$ cat config.mk
export PLATFORM = sky130hd
export DESIGN_NAME = sensor_advert_object_parser
export DESIGN_NICKNAME = d
export VERILOG_FILES = /design/src/rtl/sap_pkg.sv /design/src/rtl/sensor_advert_object_parser.sv /design/src/rtl/sap_core.sv /design/src/rtl/sap_result_fifo.sv
export VERILOG_INCLUDE_DIRS = /design/src /design/src/rtl
export SDC_FILE = /design/constraint.sdc
export NUM_CORES = 1
export LEC_CHECK = 0
export ABC_AREA = 1
export ABC_CLOCK_PERIOD_IN_PS = 8950
export BUFFER_PORTS_ARGS = -buffer_cell sky130_fd_sc_hd__buf_2
export CAP_MARGIN = 20
export CORE_MARGIN = 5
export CORE_UTILIZATION = 65
export CTS_BUF_LIST = sky130_fd_sc_hd__clkbuf_16
export DETAILED_ROUTE_END_ITERATION = 8
export GPL_TIMING_DRIVEN = 1
export HOLD_SLACK_MARGIN = 0.15
export PLACE_DENSITY = 0.84
export SLEW_MARGIN = 0
export SYNTH_ARGS = -nofsm -noshare
export SYNTH_HDL_FRONTEND = slang
export SYNTH_SLANG_ARGS = --single-unit
$ cat constraint.sdc
create_clock -name clk -period 8.95 [get_ports clk]
set_clock_uncertainty 0.1 [all_clocks]
set_input_delay 0.4475 -clock clk [delete_from_list [all_inputs] [get_ports clk]]
set_output_delay 0.4475 -clock clk [all_outputs]
set_load 0.01 [all_outputs]
$ cat src/rtl/sensor_advert_object_parser_macros.svh
// Assertion helpers shared by the parser RTL.
`ifndef SENSOR_ADVERT_OBJECT_PARSER_MACROS_SVH
`define SENSOR_ADVERT_OBJECT_PARSER_MACROS_SVH
`ifndef ASSERT_OFF
// Same-cycle implication, checked on every rising edge out of reset
`define SAP_ASSERT_IMP(label, clk, rst_n, ante, cons, msg) \
	label: assert property (@(posedge clk) disable iff (!rst_n) (ante) |-> (cons)) \
	else $error(msg);
// Next-cycle implication
`define SAP_ASSERT_NXT(label, clk, rst_n, ante, cons, msg) \
	label: assert property (@(posedge clk) disable iff (!rst_n) (ante) |=> (cons)) \
	else $error(msg);
`else
`define SAP_ASSERT_IMP(label, clk, rst_n, ante, cons, msg)
`define SAP_ASSERT_NXT(label, clk, rst_n, ante, cons, msg)
`endif
`endif

$ cat src/rtl/sap_pkg.sv
package sap_pkg;

	// One payload byte with its packet marks
	typedef struct packed {
		logic [7:0] data_byte;
		logic       first_of_packet;
		logic       last_of_packet;
		logic [7:0] packet_length;
	} item_t;

	// One result beat
	typedef struct packed {
		logic              result_kind;
		logic [3:0]        sensor_kind;
		logic signed [24:0] raw_value;
		logic [1:0]        scale_code;
		logic [4:0]        reading_index;
		logic [1:0]        packet_status;
		logic              last_result;
	} result_t;

	// Object table row
	typedef struct packed {
		logic [7:0] id;
		logic [3:0] kind;
		logic [1:0] scale;
		logic [1:0] size;
		logic       sgn;
	} obj_row_t;

	typedef struct packed {
		logic       hit;
		logic [3:0] entry;
	} lookup_t;

	localparam logic KIND_READING = 1'b0;
	localparam logic KIND_STATUS  = 1'b1;

	localparam logic [1:0] ST_READINGS  = 2'd0;
	localparam logic [1:0] ST_NONE      = 2'd1;
	localparam logic [1:0] ST_VERSION   = 2'd2;
	localparam logic [1:0] ST_ENCRYPTED = 2'd3;

	localparam logic [7:0] VER_MASK       = 8'hC0;
	localparam logic [7:0] VER_2          = 8'h40;
	localparam logic [7:0] FLAG_ENCRYPTED = 8'h01;
	localparam logic [7:0] FLAG_MAC       = 8'h08;
	localparam logic [7:0] BIN_FIRST      = 8'h0F;
	localparam logic [7:0] BIN_LAST       = 8'h2D;
	localparam logic [2:0] MAC_LEN        = 3'd6;
	localparam logic [7:0] MAC_MIN_LEN    = 8'd7;

	localparam int OBJ_COUNT = 12;
	localparam obj_row_t OBJ_TABLE [OBJ_COUNT] = '{
		'{8'h01, 4'd0, 2'd0, 2'd1, 1'b0},
		'{8'h02, 4'd1, 2'd2, 2'd2, 1'b1},
		'{8'h03, 4'd2, 2'd2, 2'd2, 1'b0},
		'{8'h04, 4'd3, 2'd2, 2'd3, 1'b0},
		'{8'h05, 4'd4, 2'd2, 2'd3, 1'b0},
		'{8'h08, 4'd1, 2'd2, 2'd2, 1'b1},
		'{8'h2E, 4'd2, 2'd0, 2'd1, 1'b0},
		'{8'h44, 4'd5, 2'd2, 2'd2, 1'b0},
		'{8'h45, 4'd1, 2'd1, 2'd2, 1'b1},
		'{8'h46, 4'd9, 2'd1, 2'd1, 1'b0},
		'{8'h5E, 4'd7, 2'd2, 2'd2, 1'b0},
		'{8'h5F, 4'd8, 2'd1, 2'd2, 1'b0}
	};

	// Result queue geometry
	localparam int FIFO_DEPTH = 4;
	localparam int PTR_W      = $clog2(FIFO_DEPTH);
	localparam int CNT_W      = $clog2(FIFO_DEPTH + 1);

	// Match an object id against the table; first match wins
	function automatic lookup_t obj_lookup(input logic [7:0] id);
		lookup_t r;
		r = '0;
		for (int i = OBJ_COUNT - 1; i >= 0; i--) begin
			if (OBJ_TABLE[i].id == id) begin
				r.hit = 1'b1;
				r.entry = 4'(i);
			end
		end
		return r;
	endfunction

endpackage

$ cat src/rtl/sensor_advert_object_parser.sv
// Sensor advertisement object parser. Takes one service-data byte per beat and
// sustains one byte per cycle: each byte is registered, parsed by a table
// compare and a shift-in once the queue has room, and its results are written to a
// four-entry result queue that drives the output port. A byte yields zero, one
// or two results (a final reading plus the packet status). The input stalls
// only while a byte waits in the input register and the queue has fewer than
// two free entries, so with the output stalled the input is held up once three
// results are waiting. A byte's results pass through the input register and
// the result queue on their way to the output port. Readings carry the raw
// integer and a decimal scale code; encrypted packets are reported by status
// only.
module sensor_advert_object_parser import sap_pkg::*; #(
	parameter int MAX_READINGS = 16
) (
	input  logic               clk,
	input  logic               arst_n,
	input  logic               in_valid,
	output logic               in_stall,
	input  logic [7:0]         data_byte,
	input  logic               first_of_packet,
	input  logic               last_of_packet,
	input  logic [7:0]         packet_length,
	output logic               out_valid,
	input  logic               out_stall,
	output logic               result_kind,
	output logic [3:0]         sensor_kind,
	output logic signed [24:0] raw_value,
	output logic [1:0]         scale_code,
	output logic [4:0]         reading_index,
	output logic [1:0]         packet_status,
	output logic               last_result
);

	logic    valid_s1;
	item_t   item_s1;
	logic    room;
	logic    advance;
	logic    accept;
	logic    push_a;
	logic    push_b;
	result_t res_a;
	result_t res_b;
	result_t dout;

	assign advance  = valid_s1 && room;
	assign in_stall = valid_s1 && !room;
	assign accept   = in_valid && !in_stall;

	// Input stage: hold a beat until the queue can take its results
	always_ff @(posedge clk or negedge arst_n) begin
		if (!arst_n) begin
			valid_s1 <= 1'b0;
		end else if (accept) begin
			valid_s1 <= 1'b1;
		end else if (advance) begin
			valid_s1 <= 1'b0;
		end
	end

	always_ff @(posedge clk) begin
		if (accept) begin
			item_s1 <= '{data_byte, first_of_packet, last_of_packet, packet_length};
		end
	end

	sap_core #(
		.MAX_READINGS(MAX_READINGS)
	) u_core (
		.clk    (clk),
		.arst_n (arst_n),
		.advance(advance),
		.item   (item_s1),
		.push_a (push_a),
		.push_b (push_b),
		.res_a  (res_a),
		.res_b  (res_b)
	);

	sap_result_fifo u_fifo (
		.clk       (clk),
		.arst_n    (arst_n),
		.push_a    (push_a),
		.push_b    (push_b),
		.din_a     (res_a),
		.din_b     (res_b),
		.pop       (out_valid && !out_stall),
		.room      (room),
		.dout_valid(out_valid),
		.dout      (dout)
	);

	assign result_kind   = dout.result_kind;
	assign sensor_kind   = dout.sensor_kind;
	assign raw_value     = dout.raw_value;
	assign scale_code    = dout.scale_code;
	assign reading_index = dout.reading_index;
	assign packet_status = dout.packet_status;
	assign last_result   = dout.last_result;

endmodule

$ cat src/rtl/sap_core.sv
module sap_core import sap_pkg::*; #(
	parameter int MAX_READINGS = 16
) (
	input  logic    clk,
	input  logic    arst_n,
	input  logic    advance,
	input  item_t   item,
	output logic    push_a,
	output logic    push_b,
	output result_t res_a,
	output result_t res_b
);

	localparam int SEEN_W = $clog2(MAX_READINGS + 1);

	typedef enum logic [2:0] {
		PH_IDLE,
		PH_MAC,
		PH_ID,
		PH_VALUE,
		PH_BIN
	} phase_t;

	phase_t              phase_q, phase_n;
	logic [7:0]          pos_q, pos_n;
	logic [2:0]          mac_q, mac_n;
	logic [3:0]          entry_q, entry_n;
	logic [1:0]          left_q, left_n;
	logic [23:0]         acc_q, acc_n;
	logic [SEEN_W-1:0]   seen_q, seen_n;
	logic                stop_q, stop_n;
	logic [1:0]          hdr_q, hdr_n;

	logic                rd_hit;
	logic                st_hit;
	result_t             rd_res;
	result_t             st_res;
	lookup_t             lk;
	obj_row_t            row;
	obj_row_t            row_l;
	logic [1:0]          off;
	logic [24:0]         ext;
	logic [7:0]          b;
	logic [7:0]          len;
	logic                live;

	// Parse one byte: next state and the results it causes
	always_comb begin
		phase_n = phase_q;
		pos_n   = pos_q;
		mac_n   = mac_q;
		entry_n = entry_q;
		left_n  = left_q;
		acc_n   = acc_q;
		seen_n  = seen_q;
		stop_n  = stop_q;
		hdr_n   = hdr_q;
		rd_hit  = 1'b0;
		st_hit  = 1'b0;
		rd_res  = '0;
		st_res  = '0;
		ext     = '0;
		b       = item.data_byte;
		len     = item.packet_length;
		lk      = obj_lookup(b);
		row     = OBJ_TABLE[entry_q];
		row_l   = OBJ_TABLE[lk.entry];
		off     = 2'(row.size - left_q);
		live    = item.first_of_packet || (phase_q != PH_IDLE);

		if (item.first_of_packet) begin
			// Device-info byte: reset the packet and check the header
			pos_n   = 8'd1;
			mac_n   = '0;
			entry_n = '0;
			left_n  = '0;
			acc_n   = '0;
			seen_n  = '0;
			stop_n  = 1'b0;
			hdr_n   = ST_READINGS;
			phase_n = PH_ID;
			if ((b & VER_MASK) != VER_2) begin
				hdr_n  = ST_VERSION;
				stop_n = 1'b1;
			end else if ((b & FLAG_ENCRYPTED) != 8'd0) begin
				hdr_n  = ST_ENCRYPTED;
				stop_n = 1'b1;
			end else if (((b & FLAG_MAC) != 8'd0) && (len >= MAC_MIN_LEN)) begin
				phase_n = PH_MAC;
				mac_n   = MAC_LEN;
			end
		end else if (phase_q != PH_IDLE) begin
			if (!stop_q && (pos_q < len)) begin
				case (phase_q)
					PH_MAC: begin
						mac_n = mac_q - 3'd1;
						if (mac_n == 3'd0) begin
							phase_n = PH_ID;
						end
					end
					PH_ID: begin
						if (seen_q >= SEEN_W'(MAX_READINGS)) begin
							stop_n = 1'b1;
						end else if (lk.hit) begin
							// Drop an object whose value would run past the packet
							if (({2'b00, pos_q} + 10'd1 + 10'(row_l.size)) > {2'b00, len}) begin
								stop_n = 1'b1;
							end else begin
								entry_n = lk.entry;
								left_n  = row_l.size;
								acc_n   = '0;
								phase_n = PH_VALUE;
							end
						end else if ((b >= BIN_FIRST) && (b <= BIN_LAST)) begin
							phase_n = PH_BIN;
						end else begin
							stop_n = 1'b1;
						end
					end
					PH_VALUE: begin
						// Shift in the next little-endian byte
						if (off != 2'd3) begin
							acc_n = acc_q | (24'(b) << {off, 3'b000});
						end
						left_n = left_q - 2'd1;
						if (left_n == 2'd0) begin
							case (row.size)
								2'd1: ext = {{17{row.sgn & acc_n[7]}}, acc_n[7:0]};
								2'd2: ext = {{9{row.sgn & acc_n[15]}}, acc_n[15:0]};
								default: ext = {row.sgn & acc_n[23], acc_n};
							endcase
							rd_hit = 1'b1;
							rd_res.result_kind   = KIND_READING;
							rd_res.sensor_kind   = row.kind;
							rd_res.raw_value     = ext;
							rd_res.scale_code    = row.scale;
							rd_res.reading_index = 5'(seen_q);
							rd_res.packet_status = ST_READINGS;
							seen_n  = seen_q + SEEN_W'(1);
							phase_n = PH_ID;
						end
					end
					PH_BIN: begin
						phase_n = PH_ID;
					end
					default: begin
						phase_n = phase_q;
					end
				endcase
			end
			if (pos_q != 8'hFF) begin
				pos_n = pos_q + 8'd1;
			end
		end

		// Close the packet with a status beat
		if (item.last_of_packet && live) begin
			st_hit = 1'b1;
			st_res.result_kind   = KIND_STATUS;
			st_res.packet_status = (hdr_n != ST_READINGS) ? hdr_n :
				((seen_n != '0) ? ST_READINGS : ST_NONE);
			st_res.last_result   = 1'b1;
			phase_n = PH_IDLE;
		end
		rd_res.last_result = !st_hit;
	end

	// Pack results into queue slots in order
	always_comb begin
		push_a = advance && (rd_hit || st_hit);
		push_b = advance && rd_hit && st_hit;
		res_a  = rd_hit ? rd_res : st_res;
		res_b  = st_res;
	end

	// Hold parser state; advance on each byte taken
	always_ff @(posedge clk or negedge arst_n) begin
		if (!arst_n) begin
			phase_q <= PH_IDLE;
			pos_q   <= '0;
			mac_q   <= '0;
			entry_q <= '0;
			left_q  <= '0;
			acc_q   <= '0;
			seen_q  <= '0;
			stop_q  <= 1'b0;
			hdr_q   <= '0;
		end else if (advance) begin
			phase_q <= phase_n;
			pos_q   <= pos_n;
			mac_q   <= mac_n;
			entry_q <= entry_n;
			left_q  <= left_n;
			acc_q   <= acc_n;
			seen_q  <= seen_n;
			stop_q  <= stop_n;
			hdr_q   <= hdr_n;
		end
	end

endmodule

$ cat src/rtl/sap_result_fifo.sv
module sap_result_fifo import sap_pkg::*; (
	input  logic    clk,
	input  logic    arst_n,
	input  logic    push_a,
	input  logic    push_b,
	input  result_t din_a,
	input  result_t din_b,
	input  logic    pop,
	output logic    room,
	output logic    dout_valid,
	output result_t dout
);

`include "sensor_advert_object_parser_macros.svh"

	result_t           mem [FIFO_DEPTH];
	logic [PTR_W-1:0]  wr_q;
	logic [PTR_W-1:0]  rd_q;
	logic [CNT_W-1:0]  count_q;
	logic [CNT_W-1:0]  n_push;

	assign n_push     = CNT_W'(push_a) + CNT_W'(push_b);
	assign room       = count_q <= CNT_W'(FIFO_DEPTH - 2);
	assign dout_valid = count_q != '0;
	assign dout       = mem[rd_q];

	// Write up to two beats per cycle
	always_ff @(posedge clk) begin
		if (push_a) begin
			mem[wr_q] <= din_a;
		end
		if (push_b) begin
			mem[wr_q + PTR_W'(1)] <= din_b;
		end
	end

	// Advance pointers and occupancy
	always_ff @(posedge clk or negedge arst_n) begin
		if (!arst_n) begin
			wr_q    <= '0;
			rd_q    <= '0;
			count_q <= '0;
		end else begin
			wr_q    <= wr_q + PTR_W'(n_push);
			rd_q    <= rd_q + PTR_W'(pop);
			count_q <= count_q + n_push - CNT_W'(pop);
		end
	end

	`SAP_ASSERT_IMP(a_no_overflow, clk, arst_n, 1'b1, count_q <= CNT_W'(FIFO_DEPTH), "result queue overflow")
	`SAP_ASSERT_IMP(a_push_order, clk, arst_n, push_b, push_a, "second slot pushed without first")
	`SAP_ASSERT_IMP(a_push_room, clk, arst_n, push_a, room, "push without two free slots")

endmodule

==> impl_metrics.py <==
metrics = {
    "run_status": {
        "outcome": "completed",
    },
    "pwr": {
        "peakVddDrop_uv": 212,
        "p_leak_nw": 6.62,
        "power_w": 0.00371,
        "power.density_nw_per_um2": 272,
    },
    "yosys": {
        "synth_nets": 1742,
        "synth_cell_types": 45,
        "async_flop_share_pct": 25.2,
        "yosysSeqAreaShare_pct": 43.6,
        "synth_area_um2": 12400,
        "synth_enable_flop_cells": 34,
        "ys_seq_elements": 238,
        "avgSynthCellArea_um2": 7.41,
        "netlist_instances": 1675,
        "ys.flop_type": "dfxtp_1",
        "yosys_warnings": 0,
    },
    "worst_setup_path": {
        "crit_buf_inv": 7,
        "cp.arrival_ns": 5.94,
        "cp.required_ns": 9.26,
        "rrSetupSlack_ns": 3.32,
        "crit_path_max_incr_delay_ns": 0.52,
        "cp_max_fo": 44,
        "endpoint_kind": "flop",
        "crit_family": "simple AND/OR/NAND/NOR gates",
        "cpMostUsedCell": "nand2_1",
        "r2r_start": "item_s1[17]$_DFFE_PP_",
        "start_kind": "flop",
        "r2r-end": "u_core.acc_q[21]$_DFFE_PN0P_",
        "reg2reg_depth": 33,
        "cp_slowest_cell": "o21ai_0",
        "path_class": "flop to flop",
    },
    "clock_network": {
        "clock-root-buffer": "clkbuf_16",
        "tritoncts": "done",
        "worst_skew_pair.late_latency_ns": 0.53,
        "clock_sinks": 238,
        "cts_setup_buffers": 0,
        "cts_buffer_depth": 3,
        "clk_pin_slew_ns": 0.06,
        "htreeDepth": 1,
        "cts_buffers": 26,
    },
    "worst_hold_path": {
        "min_path_type": "primary input to flop",
        "hold_depth": 3,
        "min_to": "u_fifo.rd_q[0]$_DFF_PN0_",
        "hp-start": "out_stall",
    },
    "final_layout": {
        "fin_area_um2": 13600,
        "antenna_cells": 0,
        "fillers": 1493,
        "layout-drive-gt1-share_pct": 11.4,
        "final_cell_count_no_fill": 1972,
        "layout.nets": 1786,
        "areaGrowthSynthToFinish_pct": 9.75,
    },
    "grt": {
        "first_global_vias": 10600,
        "grt_first_pass_wirelength_um": 52700,
        "grt_usage_pct": 28.7,
        "overflow": 0,
        "antenna_found_initial": 0,
        "grt_max_degree": 82,
    },
    "drt": {
        "finalWirelength_um": 31800,
        "vias_per_cell": 5.82,
        "drt.antenna.violating_nets": 0,
        "vias": 11500,
        "drcViolationCount": 0,
        "routedWlPerCell_um": 16.1,
        "firstDrtPassIters": 6,
        "initialDrtViolationCount": 1102,
    },
    "timing": {
        "maxSlewViolCount": 0,
        "post-route-period-util_pct": 62.9,
        "setup_viol": 0,
        "period_needed_ns": 5.63,
        "fin_ws_ns": 3.32,
        "setup_tns_ns": 0,
        "rsz0062_at_grt": "no",
        "max_freq_ghz": 0.178,
        "hold_violations": 0,
        "slew-limit-headroom_pct": 44.0,
        "worstMarginPinSlew_ns": 0.840,
    },
    "placed_design": {
        "gp_congestion": 0.902,
        "dpl_worst_slack_ns": 3.46,
        "place_area_um2": 12700,
        "dp_cells": 1905,
        "hpwl_um": 20300,
        "port_buffers": 63,
    },
    "job": {
        "maxCapViolations": 0,
    },
    "die": {
        "die_x_um": 148,
        "die_y_um": 148,
        "core_area_um2": 18800,
        "fp-row-count": 50,
        "die_area_um2": 22000,
        "start_util_pct": 66.1,
        "pin_count": 64,
    },
}
-- layout by cell type (no fill, tap or decap), drive strengths merged, types with 3 or more instances in the layout --
| master | synthesis | layout |
|---|---|---|
| dlygate4sd3 | 0 | 20 |
| edfxtp | 34 | 34 |
| a211oi | 3 | 3 |
| ha | 43 | 43 |
| a21oi | 23 | 23 |
| nand4 | 56 | 56 |
| o22ai | 45 | 45 |
| dfxtp | 144 | 144 |
| dfrtp | 60 | 60 |
| nand2 | 571 | 571 |
| xor2 | 10 | 10 |
| o21ai | 162 | 162 |
| clkbuf | 46 | 26 |
| nor2 | 167 | 167 |
| buf | 32 | 74 |
| clkinv | 3 | 13 |
| nand3 | 77 | 77 |
| xnor2 | 7 | 7 |
| a31oi | 8 | 8 |
| o21bai | 8 | 8 |
| inv | 153 | 164 |
| nor3 | 14 | 14 |
-- cells by family after synthesis --
kind of cell / Yosys count / share of synthesized area, %
compound gates: 253 / 11.8
xor+xnor: 17 / 1.26
fa+ha+maj: 45 / 4.66
buf+inv: 234 / 8.21
flops: 238 / 43.6
simple gates: 888 / 30.6
-- where the power goes --
part / switching, W / internal (W)
Combinational: 0.00104 / 0.000456
Clock: 0.000426 / 0.000525
Sequential: 0.0000847 / 0.00118
Total: 0.00155 / 0.00216
-- state kept, by name (all words and copies together), names as in the netlist --
name	cells
u_core.acc_q	24
u_fifo.wr_q	2
u_core.mac_q	3
u_core.hdr_q	2
item_s1	18
u_core.entry_q	4
u_core.left_q	2
u_core.stop_q	1
u_core.pos_q	8
u_fifo.mem	160
u_fifo.rd_q	2
valid_s1	1
u_core.phase_q	3
u_core.seen_q	5
u_fifo.count_q	3
-- synth_stat cells, drive strengths merged (2+ instances only) --
| library cell | number | area share (%) |
|---|---|---|
| a211oi | 3 | 0.26 |
| a21oi | 23 | 0.93 |
| a31oi | 8 | 0.40 |
| buf | 32 | 2.1 |
| clkbuf | 46 | 1.4 |
| clkinv | 3 | 0.091 |
| dfrtp | 60 | 12 |
| dfxtp | 144 | 23 |
| edfxtp | 34 | 8.2 |
| fa | 2 | 0.32 |
| ha | 43 | 4.3 |
| inv | 153 | 4.6 |
| nand2 | 571 | 18 |
| nand3 | 77 | 3.5 |
| nand4 | 56 | 2.9 |
| nor2 | 167 | 5.7 |
| nor3 | 14 | 0.79 |
| o21ai | 162 | 7.2 |
| o21bai | 8 | 0.48 |
| o22ai | 45 | 2.3 |
| o31ai | 2 | 0.12 |
| or2 | 2 | 0.10 |
| xnor2 | 7 | 0.49 |
| xor2 | 10 | 0.77 |
-- metal layers --
metal  up-vias  share of wire, %  global-route usage (%)
met1      5385                43                    40.0
li1       5518                 -                       -
met3        69               8.2                    4.05
met4         0               2.6                    8.55
met2       507                47                    47.0
met5         -                 0                       0
-- metrics by stage --
step	util, %	hold WS, ns
floorplan	-	0.0519
global placement	67.5	0.323
detailed placement	67.5	0.327
CTS	72.6	0.222
global route	72.6	0.227
finish	72.6	0.246
-- how the worst max path moves through the flow --
stage / start / endpoint / cells past startpoint
floorplan: item_s1[15]$_DFFE_PP_ / u_core.acc_q[16]$_DFFE_PN0P_ / 36
global placement: item_s1[15]$_DFFE_PP_ / u_core.acc_q[17]$_DFFE_PN0P_ / 33
detailed placement: item_s1[17]$_DFFE_PP_ / u_core.acc_q[21]$_DFFE_PN0P_ / 33
CTS: item_s1[17]$_DFFE_PP_ / u_core.acc_q[21]$_DFFE_PN0P_ / 33
global route: item_s1[17]$_DFFE_PP_ / u_core.acc_q[21]$_DFFE_PN0P_ / 33
finish: item_s1[17]$_DFFE_PP_ / u_core.acc_q[21]$_DFFE_PN0P_ / 33
-- worst min-delay path, stage by stage --
cell and delay, ns:
buf_2 0.08, a21oi_1 0.05, ha_1 0.27
-- final cells by class --
class	instances	area, um^2	area share (%)
clock inverter	21	100	0.735
multi-input combinational	1203	5990	44.0
tap	234	293	2.15
clock buffer	26	651	4.78
timing repair buffer	94	598	4.39
sequential	238	5410	39.7
inverter	156	586	4.30
-- what timing repair did --
| item | CTS | global route |
|---|---|---|
| gates resized for setup | 0 | 0 |
| hold endpoints to repair | 79 | 0 |
| hold buffers | 20 | 0 |
Power figures use the tool's default switching activity.
